$ cat config.mk
export PLATFORM = sky130hd
export DESIGN_NAME = int8_vector_distance_sums
export DESIGN_NICKNAME = d
export VERILOG_FILES = /design/src/sv/ivds_pkg.sv /design/src/sv/ivds_lane.sv /design/src/sv/ivds_merge.sv /design/src/sv/ivds_accum.sv /design/src/sv/int8_vector_distance_sums.sv
export SDC_FILE = /design/constraint.sdc
export NUM_CORES = 2
export LEC_CHECK = 0
export ABC_AREA = 1
export BUFFER_PORTS_ARGS = -buffer_cell sky130_fd_sc_hd__buf_2
export CAP_MARGIN = 25
export CORE_ASPECT_RATIO = 1.25
export CORE_MARGIN = 3
export CORE_UTILIZATION = 41
export DETAILED_ROUTE_END_ITERATION = 10
export SLEW_MARGIN = 20
export SYNTH_ARGS = -nofsm -noshare
export SYNTH_HDL_FRONTEND = slang
export SYNTH_SLANG_ARGS = --single-unit
export TNS_END_PERCENT = 1
$ cat constraint.sdc
create_clock -name clk_i -period 15.2 [get_ports clk_i]
set_input_delay 1.52 -clock clk_i [delete_from_list [all_inputs] [get_ports clk_i]]
set_output_delay 1.52 -clock clk_i [all_outputs]
set_load 0.02 [all_outputs]
$ cat src/sv/ivds_pkg.sv
// Shared constants, widths and bundle types for the int8 vector distance sums block.
`timescale 1ns / 1ps

package ivds_pkg;

  // Lane count and longest vector that the sums are bounded for
  localparam int LANES   = 4;
  localparam int MAX_DIM = 4096;

  localparam int ELEM_W = 8;

  // Per-lane term widths: (a-b)^2 <= 65025, a*b in [-16256, 16384], a*a <= 16384
  localparam int LANE_SQ_W  = 16;
  localparam int LANE_DOT_W = 16;
  localparam int LANE_NRM_W = 15;

  // Growth of a sum over all lanes
  localparam int LANE_GROW = $clog2(LANES);
  localparam int SUM_SQ_W  = LANE_SQ_W + LANE_GROW;
  localparam int SUM_DOT_W = LANE_DOT_W + LANE_GROW;
  localparam int SUM_NRM_W = LANE_NRM_W + LANE_GROW;

  // Lane count per item and running element count
  localparam int CNT_IN_W = $clog2(LANES + 1);
  localparam int CNT_W    = $clog2(MAX_DIM + 1);

  // Result widths
  localparam int SQ_W  = 28;
  localparam int DOT_W = 28;
  localparam int NRM_W = 27;

  // Saturation bounds of the running sums
  localparam logic [SQ_W-1:0] SQD_MAX = SQ_W'(longint'(MAX_DIM) * 65025);
  localparam logic signed [DOT_W:0] DOT_HI = (DOT_W+1)'(longint'(MAX_DIM) * 16384);
  localparam logic signed [DOT_W:0] DOT_LO = (DOT_W+1)'(-(longint'(MAX_DIM) * 16256));
  localparam logic [NRM_W-1:0] NRM_MAX = NRM_W'(longint'(MAX_DIM) * 16384);

  // Terms found by one lane
  typedef struct packed {
    logic [LANE_SQ_W-1:0]         sq;
    logic signed [LANE_DOT_W-1:0] dot;
    logic [LANE_NRM_W-1:0]        na;
    logic [LANE_NRM_W-1:0]        nb;
  } ivds_lane_t;

  // Control that travels beside the lane terms
  typedef struct packed {
    logic [CNT_IN_W-1:0] cnt;
    logic                last;
  } ivds_ctl_t;

  // Per-request sums over all lanes
  typedef struct packed {
    logic [SUM_SQ_W-1:0]         sq;
    logic signed [SUM_DOT_W-1:0] dot;
    logic [SUM_NRM_W-1:0]        na;
    logic [SUM_NRM_W-1:0]        nb;
    logic [CNT_IN_W-1:0]         cnt;
    logic                        last;
  } ivds_sums_t;

endpackage

$ cat src/sv/ivds_lane.sv
// One lane: squared difference, product and both squares of an element pair.
`timescale 1ns / 1ps

module ivds_lane import ivds_pkg::*; (
  input  logic                     clk_i,
  input  logic                     load_i,
  input  logic                     lane_on_i,
  input  logic signed [ELEM_W-1:0] a_i,
  input  logic signed [ELEM_W-1:0] b_i,
  output ivds_lane_t               res_o
);

  logic signed [ELEM_W:0]       diff;
  logic signed [2*ELEM_W+1:0]   diff_sq;
  logic signed [2*ELEM_W-1:0]   prod_ab;
  logic signed [2*ELEM_W-1:0]   prod_aa;
  logic signed [2*ELEM_W-1:0]   prod_bb;
  ivds_lane_t                   res_d;
  ivds_lane_t                   res_q;

  always_comb begin
    diff    = (ELEM_W+1)'(a_i) - (ELEM_W+1)'(b_i);
    diff_sq = diff * diff;
    prod_ab = a_i * b_i;
    prod_aa = a_i * a_i;
    prod_bb = b_i * b_i;
    res_d   = '0;
    // drop the lane's terms when it lies beyond the request's count
    if (lane_on_i) begin
      res_d.sq  = diff_sq[LANE_SQ_W-1:0];
      res_d.dot = prod_ab[LANE_DOT_W-1:0];
      res_d.na  = prod_aa[LANE_NRM_W-1:0];
      res_d.nb  = prod_bb[LANE_NRM_W-1:0];
    end
  end

  always_ff @(posedge clk_i) begin
    if (load_i) begin
      res_q <= res_d;
    end
  end

  assign res_o = res_q;

endmodule

$ cat src/sv/ivds_merge.sv
// Merge stage: adds the terms of all lanes into per-request sums.
`timescale 1ns / 1ps

module ivds_merge import ivds_pkg::*; (
  input  logic       clk_i,
  input  logic       load_i,
  input  ivds_lane_t lanes_i [LANES],
  input  ivds_ctl_t  ctl_i,
  output ivds_sums_t sums_o
);

  ivds_sums_t sums_d;
  ivds_sums_t sums_q;

  always_comb begin
    sums_d      = '0;
    sums_d.cnt  = ctl_i.cnt;
    sums_d.last = ctl_i.last;
    for (int i = 0; i < LANES; i++) begin
      sums_d.sq  = sums_d.sq + SUM_SQ_W'(lanes_i[i].sq);
      sums_d.dot = sums_d.dot + SUM_DOT_W'(lanes_i[i].dot);
      sums_d.na  = sums_d.na + SUM_NRM_W'(lanes_i[i].na);
      sums_d.nb  = sums_d.nb + SUM_NRM_W'(lanes_i[i].nb);
    end
  end

  always_ff @(posedge clk_i) begin
    if (load_i) begin
      sums_q <= sums_d;
    end
  end

  assign sums_o = sums_q;

endmodule

$ cat src/sv/ivds_accum.sv
// Accumulator: saturating running sums, element count and result register.
`timescale 1ns / 1ps

module ivds_accum import ivds_pkg::*; (
  input  logic                    clk_i,
  input  logic                    rst_ni,
  input  logic                    item_valid_i,
  input  ivds_sums_t              sums_i,
  output logic                    take_o,
  input  logic                    out_ready_i,
  output logic                    out_valid_o,
  output logic [SQ_W-1:0]         sum_sq_o,
  output logic signed [DOT_W-1:0] dot_o,
  output logic [NRM_W-1:0]        norm_a_o,
  output logic [NRM_W-1:0]        norm_b_o,
  output logic                    too_long_o
);

  logic [SQ_W-1:0]         acc_sq_q, acc_sq_d;
  logic signed [DOT_W-1:0] acc_dot_q, acc_dot_d;
  logic [NRM_W-1:0]        acc_na_q, acc_na_d;
  logic [NRM_W-1:0]        acc_nb_q, acc_nb_d;
  logic [CNT_W-1:0]        cnt_q, cnt_d;
  logic                    flag_q, flag_d;

  logic [SQ_W:0]           sq_sum;
  logic signed [DOT_W:0]   dot_sum;
  logic [NRM_W:0]          na_sum;
  logic [NRM_W:0]          nb_sum;
  logic [CNT_W:0]          cnt_sum;

  logic [SQ_W-1:0]         sq_sat;
  logic signed [DOT_W-1:0] dot_sat;
  logic [NRM_W-1:0]        na_sat;
  logic [NRM_W-1:0]        nb_sat;
  logic [CNT_W-1:0]        cnt_sat;
  logic                    over;

  logic                    out_valid_q;
  logic [SQ_W-1:0]         out_sq_q;
  logic signed [DOT_W-1:0] out_dot_q;
  logic [NRM_W-1:0]        out_na_q;
  logic [NRM_W-1:0]        out_nb_q;
  logic                    out_flag_q;

  logic                    emit;

  always_comb begin
    sq_sum  = {1'b0, acc_sq_q} + (SQ_W+1)'(sums_i.sq);
    dot_sum = (DOT_W+1)'(acc_dot_q) + (DOT_W+1)'(sums_i.dot);
    na_sum  = {1'b0, acc_na_q} + (NRM_W+1)'(sums_i.na);
    nb_sum  = {1'b0, acc_nb_q} + (NRM_W+1)'(sums_i.nb);
    cnt_sum = {1'b0, cnt_q} + (CNT_W+1)'(sums_i.cnt);

    sq_sat = (sq_sum > {1'b0, SQD_MAX}) ? SQD_MAX : sq_sum[SQ_W-1:0];
    if (dot_sum > DOT_HI) begin
      dot_sat = DOT_HI[DOT_W-1:0];
    end else if (dot_sum < DOT_LO) begin
      dot_sat = DOT_LO[DOT_W-1:0];
    end else begin
      dot_sat = dot_sum[DOT_W-1:0];
    end
    na_sat  = (na_sum > {1'b0, NRM_MAX}) ? NRM_MAX : na_sum[NRM_W-1:0];
    nb_sat  = (nb_sum > {1'b0, NRM_MAX}) ? NRM_MAX : nb_sum[NRM_W-1:0];
    over    = cnt_sum > (CNT_W+1)'(MAX_DIM);
    cnt_sat = over ? CNT_W'(MAX_DIM) : cnt_sum[CNT_W-1:0];
  end

  // a last request waits only while the result register is still full
  assign take_o = item_valid_i && (!sums_i.last || !out_valid_q || out_ready_i);
  assign emit   = take_o && sums_i.last;

  always_comb begin
    acc_sq_d  = acc_sq_q;
    acc_dot_d = acc_dot_q;
    acc_na_d  = acc_na_q;
    acc_nb_d  = acc_nb_q;
    cnt_d     = cnt_q;
    flag_d    = flag_q;
    if (take_o) begin
      if (sums_i.last) begin
        acc_sq_d  = '0;
        acc_dot_d = '0;
        acc_na_d  = '0;
        acc_nb_d  = '0;
        cnt_d     = '0;
        flag_d    = 1'b0;
      end else begin
        acc_sq_d  = sq_sat;
        acc_dot_d = dot_sat;
        acc_na_d  = na_sat;
        acc_nb_d  = nb_sat;
        cnt_d     = cnt_sat;
        flag_d    = flag_q | over;
      end
    end
  end

  always_ff @(posedge clk_i or negedge rst_ni) begin
    if (!rst_ni) begin
      acc_sq_q    <= '0;
      acc_dot_q   <= '0;
      acc_na_q    <= '0;
      acc_nb_q    <= '0;
      cnt_q       <= '0;
      flag_q      <= 1'b0;
      out_valid_q <= 1'b0;
    end else begin
      acc_sq_q  <= acc_sq_d;
      acc_dot_q <= acc_dot_d;
      acc_na_q  <= acc_na_d;
      acc_nb_q  <= acc_nb_d;
      cnt_q     <= cnt_d;
      flag_q    <= flag_d;
      if (emit) begin
        out_valid_q <= 1'b1;
      end else if (out_ready_i) begin
        out_valid_q <= 1'b0;
      end
    end
  end

  always_ff @(posedge clk_i) begin
    if (emit) begin
      out_sq_q   <= sq_sat;
      out_dot_q  <= dot_sat;
      out_na_q   <= na_sat;
      out_nb_q   <= nb_sat;
      out_flag_q <= flag_q | over;
    end
  end

  assign out_valid_o = out_valid_q;
  assign sum_sq_o    = out_sq_q;
  assign dot_o       = out_dot_q;
  assign norm_a_o    = out_na_q;
  assign norm_b_o    = out_nb_q;
  assign too_long_o  = out_flag_q;

endmodule

$ cat src/sv/int8_vector_distance_sums.sv
// Top level of the int8 vector distance sums block: lanes, merge and accumulator.
`timescale 1ns / 1ps

// Usage
//   Input channel (in_valid_i / in_ready_o): each request carries up to four
//   signed 8-bit element pairs, a count of valid lanes from lane 0 (counts
//   above four act as four) and a last_item marker. Lanes past the count are
//   ignored.
//   Output channel (out_valid_o / out_ready_i): one result per last request,
//   holding the saturated squared distance, dot product, both squared norms
//   and a flag set when the vector ran past MAX_DIM elements.
//   Path: a last request passes the lane product registers, the lane merge
//   register and the saturating accumulate into the result register.
//   Throughput: one request per cycle unless a last request is held back
//   as described under Stall; the saturating accumulate loop folds in each
//   taken request, and the four lanes each hold their own multipliers.
//   Stall: while a result waits for out_ready_i, requests that are not last
//   keep flowing into the sums; a last request holds in the merge stage
//   until the result register frees, and the stages behind it back up.
//   Reset: clears all sums, the element count, the overflow flag and every
//   valid bit; no result is pending afterwards.

module int8_vector_distance_sums import ivds_pkg::*; (
  input  logic                    clk_i,
  input  logic                    rst_ni,

  input  logic                    in_valid_i,
  output logic                    in_ready_o,
  input  logic signed [7:0]       a_lane0_i,
  input  logic signed [7:0]       a_lane1_i,
  input  logic signed [7:0]       a_lane2_i,
  input  logic signed [7:0]       a_lane3_i,
  input  logic signed [7:0]       b_lane0_i,
  input  logic signed [7:0]       b_lane1_i,
  input  logic signed [7:0]       b_lane2_i,
  input  logic signed [7:0]       b_lane3_i,
  input  logic [2:0]              valid_count_i,
  input  logic                    last_item_i,

  output logic                    out_valid_o,
  input  logic                    out_ready_i,
  output logic [SQ_W-1:0]         sum_sq_diff_o,
  output logic signed [DOT_W-1:0] dot_sum_o,
  output logic [NRM_W-1:0]        norm_a_sq_o,
  output logic [NRM_W-1:0]        norm_b_sq_o,
  output logic                    too_long_o
);

  logic signed [ELEM_W-1:0] a_vec [LANES];
  logic signed [ELEM_W-1:0] b_vec [LANES];
  ivds_lane_t               lane_res [LANES];

  logic [CNT_IN_W-1:0] cnt_in;
  logic                in_acc;
  logic                lane_adv;
  logic                merge_ready;
  logic                take;

  // lane stage and merge stage valid bits
  logic      lane_vld_q, lane_vld_d;
  logic      merge_vld_q, merge_vld_d;
  ivds_ctl_t lane_ctl_q;
  ivds_sums_t sums;

  assign a_vec[0] = a_lane0_i;
  assign a_vec[1] = a_lane1_i;
  assign a_vec[2] = a_lane2_i;
  assign a_vec[3] = a_lane3_i;
  assign b_vec[0] = b_lane0_i;
  assign b_vec[1] = b_lane1_i;
  assign b_vec[2] = b_lane2_i;
  assign b_vec[3] = b_lane3_i;

  // clamp an oversized lane count to the lane total
  assign cnt_in = (valid_count_i > 3'(LANES)) ? CNT_IN_W'(LANES) : CNT_IN_W'(valid_count_i);

  // ready ripples back from the accumulator through both stages
  assign merge_ready = !merge_vld_q || take;
  assign lane_adv    = lane_vld_q && merge_ready;
  assign in_ready_o  = !lane_vld_q || merge_ready;
  assign in_acc      = in_valid_i && in_ready_o;

  for (genvar g = 0; g < LANES; g++) begin : g_lane
    ivds_lane u_lane (
      .clk_i     (clk_i),
      .load_i    (in_acc),
      .lane_on_i (CNT_IN_W'(g) < cnt_in),
      .a_i       (a_vec[g]),
      .b_i       (b_vec[g]),
      .res_o     (lane_res[g])
    );
  end

  always_ff @(posedge clk_i) begin
    if (in_acc) begin
      lane_ctl_q.cnt  <= cnt_in;
      lane_ctl_q.last <= last_item_i;
    end
  end

  always_comb begin
    lane_vld_d = lane_vld_q;
    if (in_acc) begin
      lane_vld_d = 1'b1;
    end else if (lane_adv) begin
      lane_vld_d = 1'b0;
    end
    merge_vld_d = merge_vld_q;
    if (lane_adv) begin
      merge_vld_d = 1'b1;
    end else if (take) begin
      merge_vld_d = 1'b0;
    end
  end

  always_ff @(posedge clk_i or negedge rst_ni) begin
    if (!rst_ni) begin
      lane_vld_q  <= 1'b0;
      merge_vld_q <= 1'b0;
    end else begin
      lane_vld_q  <= lane_vld_d;
      merge_vld_q <= merge_vld_d;
    end
  end

  ivds_merge u_merge (
    .clk_i   (clk_i),
    .load_i  (lane_adv),
    .lanes_i (lane_res),
    .ctl_i   (lane_ctl_q),
    .sums_o  (sums)
  );

  ivds_accum u_accum (
    .clk_i        (clk_i),
    .rst_ni       (rst_ni),
    .item_valid_i (merge_vld_q),
    .sums_i       (sums),
    .take_o       (take),
    .out_ready_i  (out_ready_i),
    .out_valid_o  (out_valid_o),
    .sum_sq_o     (sum_sq_diff_o),
    .dot_o        (dot_sum_o),
    .norm_a_o     (norm_a_sq_o),
    .norm_b_o     (norm_b_sq_o),
    .too_long_o   (too_long_o)
  );

endmodule

### Word-level counts from Yosys, hierarchy flattened

Cells that the tools add are included.

* register bits: 564

* magnitude comparators: 11
* $mul: 16
* add/subtract/negate cells: 21
* bitwise gates (word level): 1
* multiplexer cells: 19
* reductions and logical operators: 15

Operators by type and width (count)
* 2-to-1 mux 28 bit: 5
* multiplier 8 x 8 -> 15 bit: 8
* 2-to-1 mux 27 bit: 4
* adder 17 x 15 -> 17 bit: 4
* multiplier 8 x 8 -> 16 bit: 4
* multiplier 9 x 9 -> 16 bit: 4
* adder 28 x 18 -> 29 bit: 2
* > comparator 29 x 28 -> 1 bit (second input constant): 2
* adder 27 x 17 -> 28 bit: 2
* > comparator 28 x 27 -> 1 bit (second input constant): 2
* adder 18 x 16 -> 18 bit: 3
* subtractor 8 x 8 -> 9 bit: 4
* adder 16 x 16 -> 17 bit: 2
* adder 15 x 15 -> 16 bit: 2
* < comparator 29 x 27 -> 1 bit (second input constant): 1
* 2-to-1 mux 13 bit: 2
* adder 17 x 16 -> 18 bit: 1
* adder 13 x 3 -> 14 bit: 1
* > comparator 14 x 13 -> 1 bit (second input constant): 1
* 2-to-1 mux 1 bit: 7
* < comparator 1 x 3 -> 1 bit (first input constant): 2
* < comparator 2 x 3 -> 1 bit (first input constant): 2
* nonzero test 2 bit: 3
* logical AND 1 bit: 4
* 5 further kinds: 11

### Depth between registers and ports, before layout

* depth after elaboration: 8
* depth in mapped cells: 41
* gate-level depth less buffers: 40

### Modules after synthesis

Synthesis repeated with hierarchy kept, for this count alone.

* cells, all modules: 9279
* area total of the unflattened synthesis: 72998.8 um^2

By module, submodules not included
* ivds_accum: cells each 2450, instances 1, sequential area each 6461.2 um^2, area an instance 16896.2 um^2
* ivds_lane (g_lane[3].u_lane): cells each 1389, instances 1, sequential area each 1771.7 um^2, area an instance 11621.1 um^2
* ivds_lane (g_lane[2].u_lane): cells each 1402, instances 1, sequential area each 1771.7 um^2, area an instance 11594.9 um^2
* ivds_lane (g_lane[1].u_lane): cells each 1393, instances 1, sequential area each 1771.7 um^2, area an instance 11544.8 um^2
* ivds_lane (g_lane[0].u_lane): cells each 1381, instances 1, sequential area each 1771.7 um^2, area an instance 11459.7 um^2
* ivds_merge: cells each 1239, instances 1, sequential area each 2222.1 um^2, area an instance 9630.5 um^2
* int8_vector_distance_sums: cells each 25, instances 1, sequential area each 170.2 um^2, area an instance 251.5 um^2

### Least setup slack after synthesis

Ideal clock, no wire load.

* kind: in2reg
* from: input port out_ready_i
* to: register g_lane[0].u_lane.res_q, in the netlist g_lane[0].u_lane.res_o[0] (enable)
* data required time: 14356 ps
* path buffers: 0
* slack: 2615 ps
* arrival: 11741 ps
* stages on the path: 4
* setup time: 844 ps
* cells stage by stage: nor2_1 > nor2_1 > nor3_1 > nor2_1

* longest elaborated chain between the ends: 5

Ends and longest elaborated chain
* from (decl): line int8_vector_distance_sums.sv:41 `input logic out_ready_i,`
* logical OR 1 bit: line ivds_accum.sv:70 `assign take_o = item_valid_i && (!sums_i.last || !out_valid_q || out_ready_i);`
* logical AND 1 bit: line ivds_accum.sv:70
* logical OR 1 bit: line int8_vector_distance_sums.sv:78 `assign merge_ready = !merge_vld_q || take;`
* logical OR 1 bit: line int8_vector_distance_sums.sv:80 `assign in_ready_o = !lane_vld_q || merge_ready;`
* logical AND 1 bit: line int8_vector_distance_sums.sv:81 `assign in_acc = in_valid_i && in_ready_o;`
* named net g_lane[0].u_lane.load_i: line ivds_lane.sv:6 `input logic load_i,`
* to (signal assigned): line ivds_lane.sv:39 `res_q <= res_d;`
* to (decl): line ivds_lane.sv:19 `ivds_lane_t res_q;`

The timed path passes the listed nets, and every way through them passes these cells.
A chain may end at the register's enable or synchronous reset.

### Final worst setup path

* from: input port a_lane1_i[0]
* to: register g_lane[1].u_lane.res_q, in the netlist g_lane[1].u_lane.res_o[61], data pin

* longest elaborated chain between the ends: 2

Ends and longest elaborated chain
* from (decl): line int8_vector_distance_sums.sv:30 `input logic signed [7:0] a_lane1_i,`
* subtractor 8 x 8 -> 9 bit: line ivds_lane.sv:22 `diff = (ELEM_W+1)'(a_i) - (ELEM_W+1)'(b_i);`
* multiplier 9 x 9 -> 16 bit: line ivds_lane.sv:23 `diff_sq = diff * diff;`
* to (signal assigned): line ivds_lane.sv:39
* to (decl): line ivds_lane.sv:19

No other way between the ends.

==> metrics.md <==
| Metric | Value |
|---|---|
| Status | `completed` |
| Via density | `4.87` |
| Clock period minus worst slack | `8.29 ns` |
| Most used routing layer in global routing | `met2` |
| F_max | `121 MHz` |
| Hold path cells | `0` |
| Post-synth top flop | `edfxtp_1` |
| Top cell type's share of synthesized area | `25.0%` |
| Die Y | `465 um` |
| #FFs+latches synth | `552` |
| Synth top area cells | `fa_1 25%, edfxtp_1 18%, ha_1 12%` |
| Worst Skew | `0.0347 ns` |
| Rows | `167` |
| Met2 usage | `37.9%` |
| Top Family by Delay on Critical Path | `adder cells` |
| Min-delay src | `lane_ctl_q[2]$_DFFE_PP_` |
| Most common cell after layout, fill and taps aside | `inv_1` |
| I/O pins | `185` |
| Most frequent cells in the layout | `2131 x inv_1, 1642 x nand2_1, 861 x fa_1` |
| Reg clk slew, reported paths | `0.07 ns` |
| Inserted Clock Buffers | `60` |
| Root Driver | `clkbuf_16` |
| Worst path slowest cell | `fa_1` |
| HP Class | `reg -> reg` |
| R2R depth | `27` |
| Setup TNS | `0 ns` |
| # fillers | `16562` |
| Worst stage delay on the critical path | `0.56 ns` |
| Hold Crit Endpoint | `u_merge.sums_o[2]$_DFFE_PP_` |
| Average wire per standard cell | `17.2 um` |
| Initial Util | `41.5%` |
| Port Buffers | `184` |
| Worst reg2reg endpoint | `u_merge.sums_o[37]$_DFFE_PP_` |
| CORE AREA | `167000 um^2` |
| Average cell area after synthesis | `8.31 um^2` |
| RSZ-0062 raised after global routing | `no` |
| Period utilization | `54.6%` |
| Netlist cell types | `52` |
| Clock Path Buffers | `3` |
| Fraction of layout cells with a size suffix above 1 | `4.84%` |
| Drt pass-1 iters | `6` |
| YS warnings | `0` |
| Antenna violations before repair | `12` |
| Crit start category | `primary input` |
| Clk_lat worst skew | `0.68 ns` |
| CP required | `15.61 ns` |
| Final Slew Violations | `0` |
| CTS H-tree depth | `2` |
| CTS tree | `done` |
| Post-CTS Setup Bufs | `0` |
| Post-synth ARST share | `23.0%` |
| FF-to-FF setup slack | `10.27 ns` |
| Worst EP arrival | `8.71 ns` |
| Sequential area share after synthesis | `23.1%` |
| Place WS | `6.23 ns` |
| Die area | `173000 um^2` |
| Die W | `373 um` |
| First-pass GRT wire length | `293 mm` |
| GR Util All Layers | `21.3%` |
| Final Setup Violations | `0` |
| Headroom to the max-slew limit | `28.6%` |
| CTS Hold Buffers Added | `0` |
| Synth area leader | `fa_1` |
| Most frequent CP cell | `inv_1` |
| Crit path kind | `in -> reg` |
| DR vias | `51803` |
| Instance count on the critical path | `35` |
| Synth Instances | `8307` |
| GR met1 Demand/Resource | `27.4%` |
| GR Util met3 | `1.85%` |
| GRT Residual Overflow | `0` |
| Crit. Startpoint | `a_lane1_i[0]` |
| Post-route setup slack | `6.91 ns` |
| Drt total wl | `182 mm` |
| Fin. Hold Viols | `0` |
| Final HPWL DP | `152 mm` |
| Pin count of the biggest net entering global routing | `155` |
| EDFF count, synth | `425` |
| Nets@finish | `9998` |
| Critical Path End Type | `flop` |
| CP bufs+invs | `8` |
| CTS-repair resized insts | `0` |
| CTS sink count | `552` |
| DRC errors left | `0` |
| DRT iter0 DRCs | `3171` |
| Max_cap viols | `0` |
| P&R area growth vs syn | `7.56%` |
| Vias in the first global route | `53342` |
| Mapped Area | `69000 um^2` |
| RePlAce Congestion | `0.927` |
| Worst-Margin Slew | `1.07 ns` |
| Worst r2r src | `g_lane[0].u_lane.res_o[18]$_SDFFCE_PP0P_` |
| Remaining antenna violation count | `0` |
| CP Max Fanout | `16` |
## layout make-up
class	count	area, um^2	share of cell area, %
Multi-Input combinational cell	5409	44200	59.5
Tap cell	2197	2750	3.70
Sequential cell	552	15900	21.5
Timing Repair Buffer	203	1130	1.53
Inverter	2151	8080	10.9
Clock buffer	64	1540	2.07
Clock inverter	50	608	0.819
Antenna cell	4	10.0	0.0135
## cell families after synthesis
logic type | after synthesis | share of synthesized area, %
AND/OR/NAND/NOR | 2782 | 16.5
buffers and inverters | 2350 | 12.9
adder cells (fa/ha/maj) | 1549 | 37.4
AO/OA/AOI/OAI | 767 | 6.17
flip-flops | 552 | 23.1
XOR/XNOR | 305 | 3.88
other | 2 | 0.0109
## worst register-to-register path, stage by stage, from the launching register on
cell and delay [ns]:
edfxtp_1 0.44, ha_1 0.35, a21oi_1 0.26, o21bai_1 0.19
nand2_1 0.11, nand2_1 0.05, nand2_1 0.07, nand2_1 0.09
nand2_1 0.09, nand2_1 0.06, nand2_1 0.10, nand2_1 0.06
nand2_1 0.10, nand2_1 0.06, nand2_1 0.07, nand2_1 0.08
xnor2_1 0.14, fa_1 0.48, inv_1 0.05, ha_1 0.37
nand2_1 0.10, nor2_1 0.15, nand3_1 0.13, o2111ai_1 0.13
a21oi_1 0.10, o21bai_1 0.22, a21oi_1 0.10, o21bai_1 0.51
## synthesized netlist by cell type, drive strengths merged (33+ instances only)
master	instances
nor2	662
nand4	81
buf	33
xnor2	133
o21ai	203
edfxtp	425
a21oi	399
nand2	1660
inv	2141
clkbuf	166
nand3	246
or2	35
nor3	61
xor2	172
o21bai	34
dfrtp	127
fa	861
ha	688
## through the flow
| stage | cells | instance area [um^2] | utilization, % | hold WS (ns) |
|---|---|---|---|---|
| after floorplan | 8311 | 69100 | - | 0.400 |
| after global placement | 10509 | 72000 | 43.3 | 0.407 |
| after detailed placement | 10512 | 72100 | 43.3 | 0.407 |
| after CTS | 10626 | 74300 | 44.6 | 0.422 |
| after global routing | 10629 | 74300 | 44.6 | 0.441 |
| final | 10630 | 74300 | 44.6 | 0.420 |
## flip-flops by register name, summed over array words and instances, names as in the netlist, 4 cells and up
register             flops
g_lane.u_lane.res_o    236
u_accum.acc_na_q        27
u_accum.sum_sq_o        28
u_merge.sums_o          74
u_accum.norm_a_o        27
u_accum.cnt_q           13
u_accum.acc_sq_q        28
u_accum.norm_b_o        27
u_accum.acc_dot_q       28
u_accum.dot_o           28
lane_ctl_q               4
u_accum.acc_nb_q        27
## how the worst max path moves through the flow
stage / to / slack, ns
after floorplan: g_lane[0].u_lane.res_o[0]$_SDFFCE_PP0P_ / 2.61
after global placement: g_lane[1].u_lane.res_o[61]$_SDFFCE_PP0P_ / 6.40
after detailed placement: g_lane[1].u_lane.res_o[61]$_SDFFCE_PP0P_ / 6.23
after CTS: g_lane[1].u_lane.res_o[61]$_SDFFCE_PP0P_ / 6.95
after global routing: g_lane[1].u_lane.res_o[61]$_SDFFCE_PP0P_ / 6.35
final: g_lane[1].u_lane.res_o[61]$_SDFFCE_PP0P_ / 6.91
## routing by layer
layer  share of wire, %  routed length [um]
met5             0.0038                   7
met2                 50               91200
met4                3.6                6600
met1                 43               78000
met3                3.7                6740
Power is not shown: default switching activity piles up to over one toggle a cycle in this logic, so the estimate is an artifact.
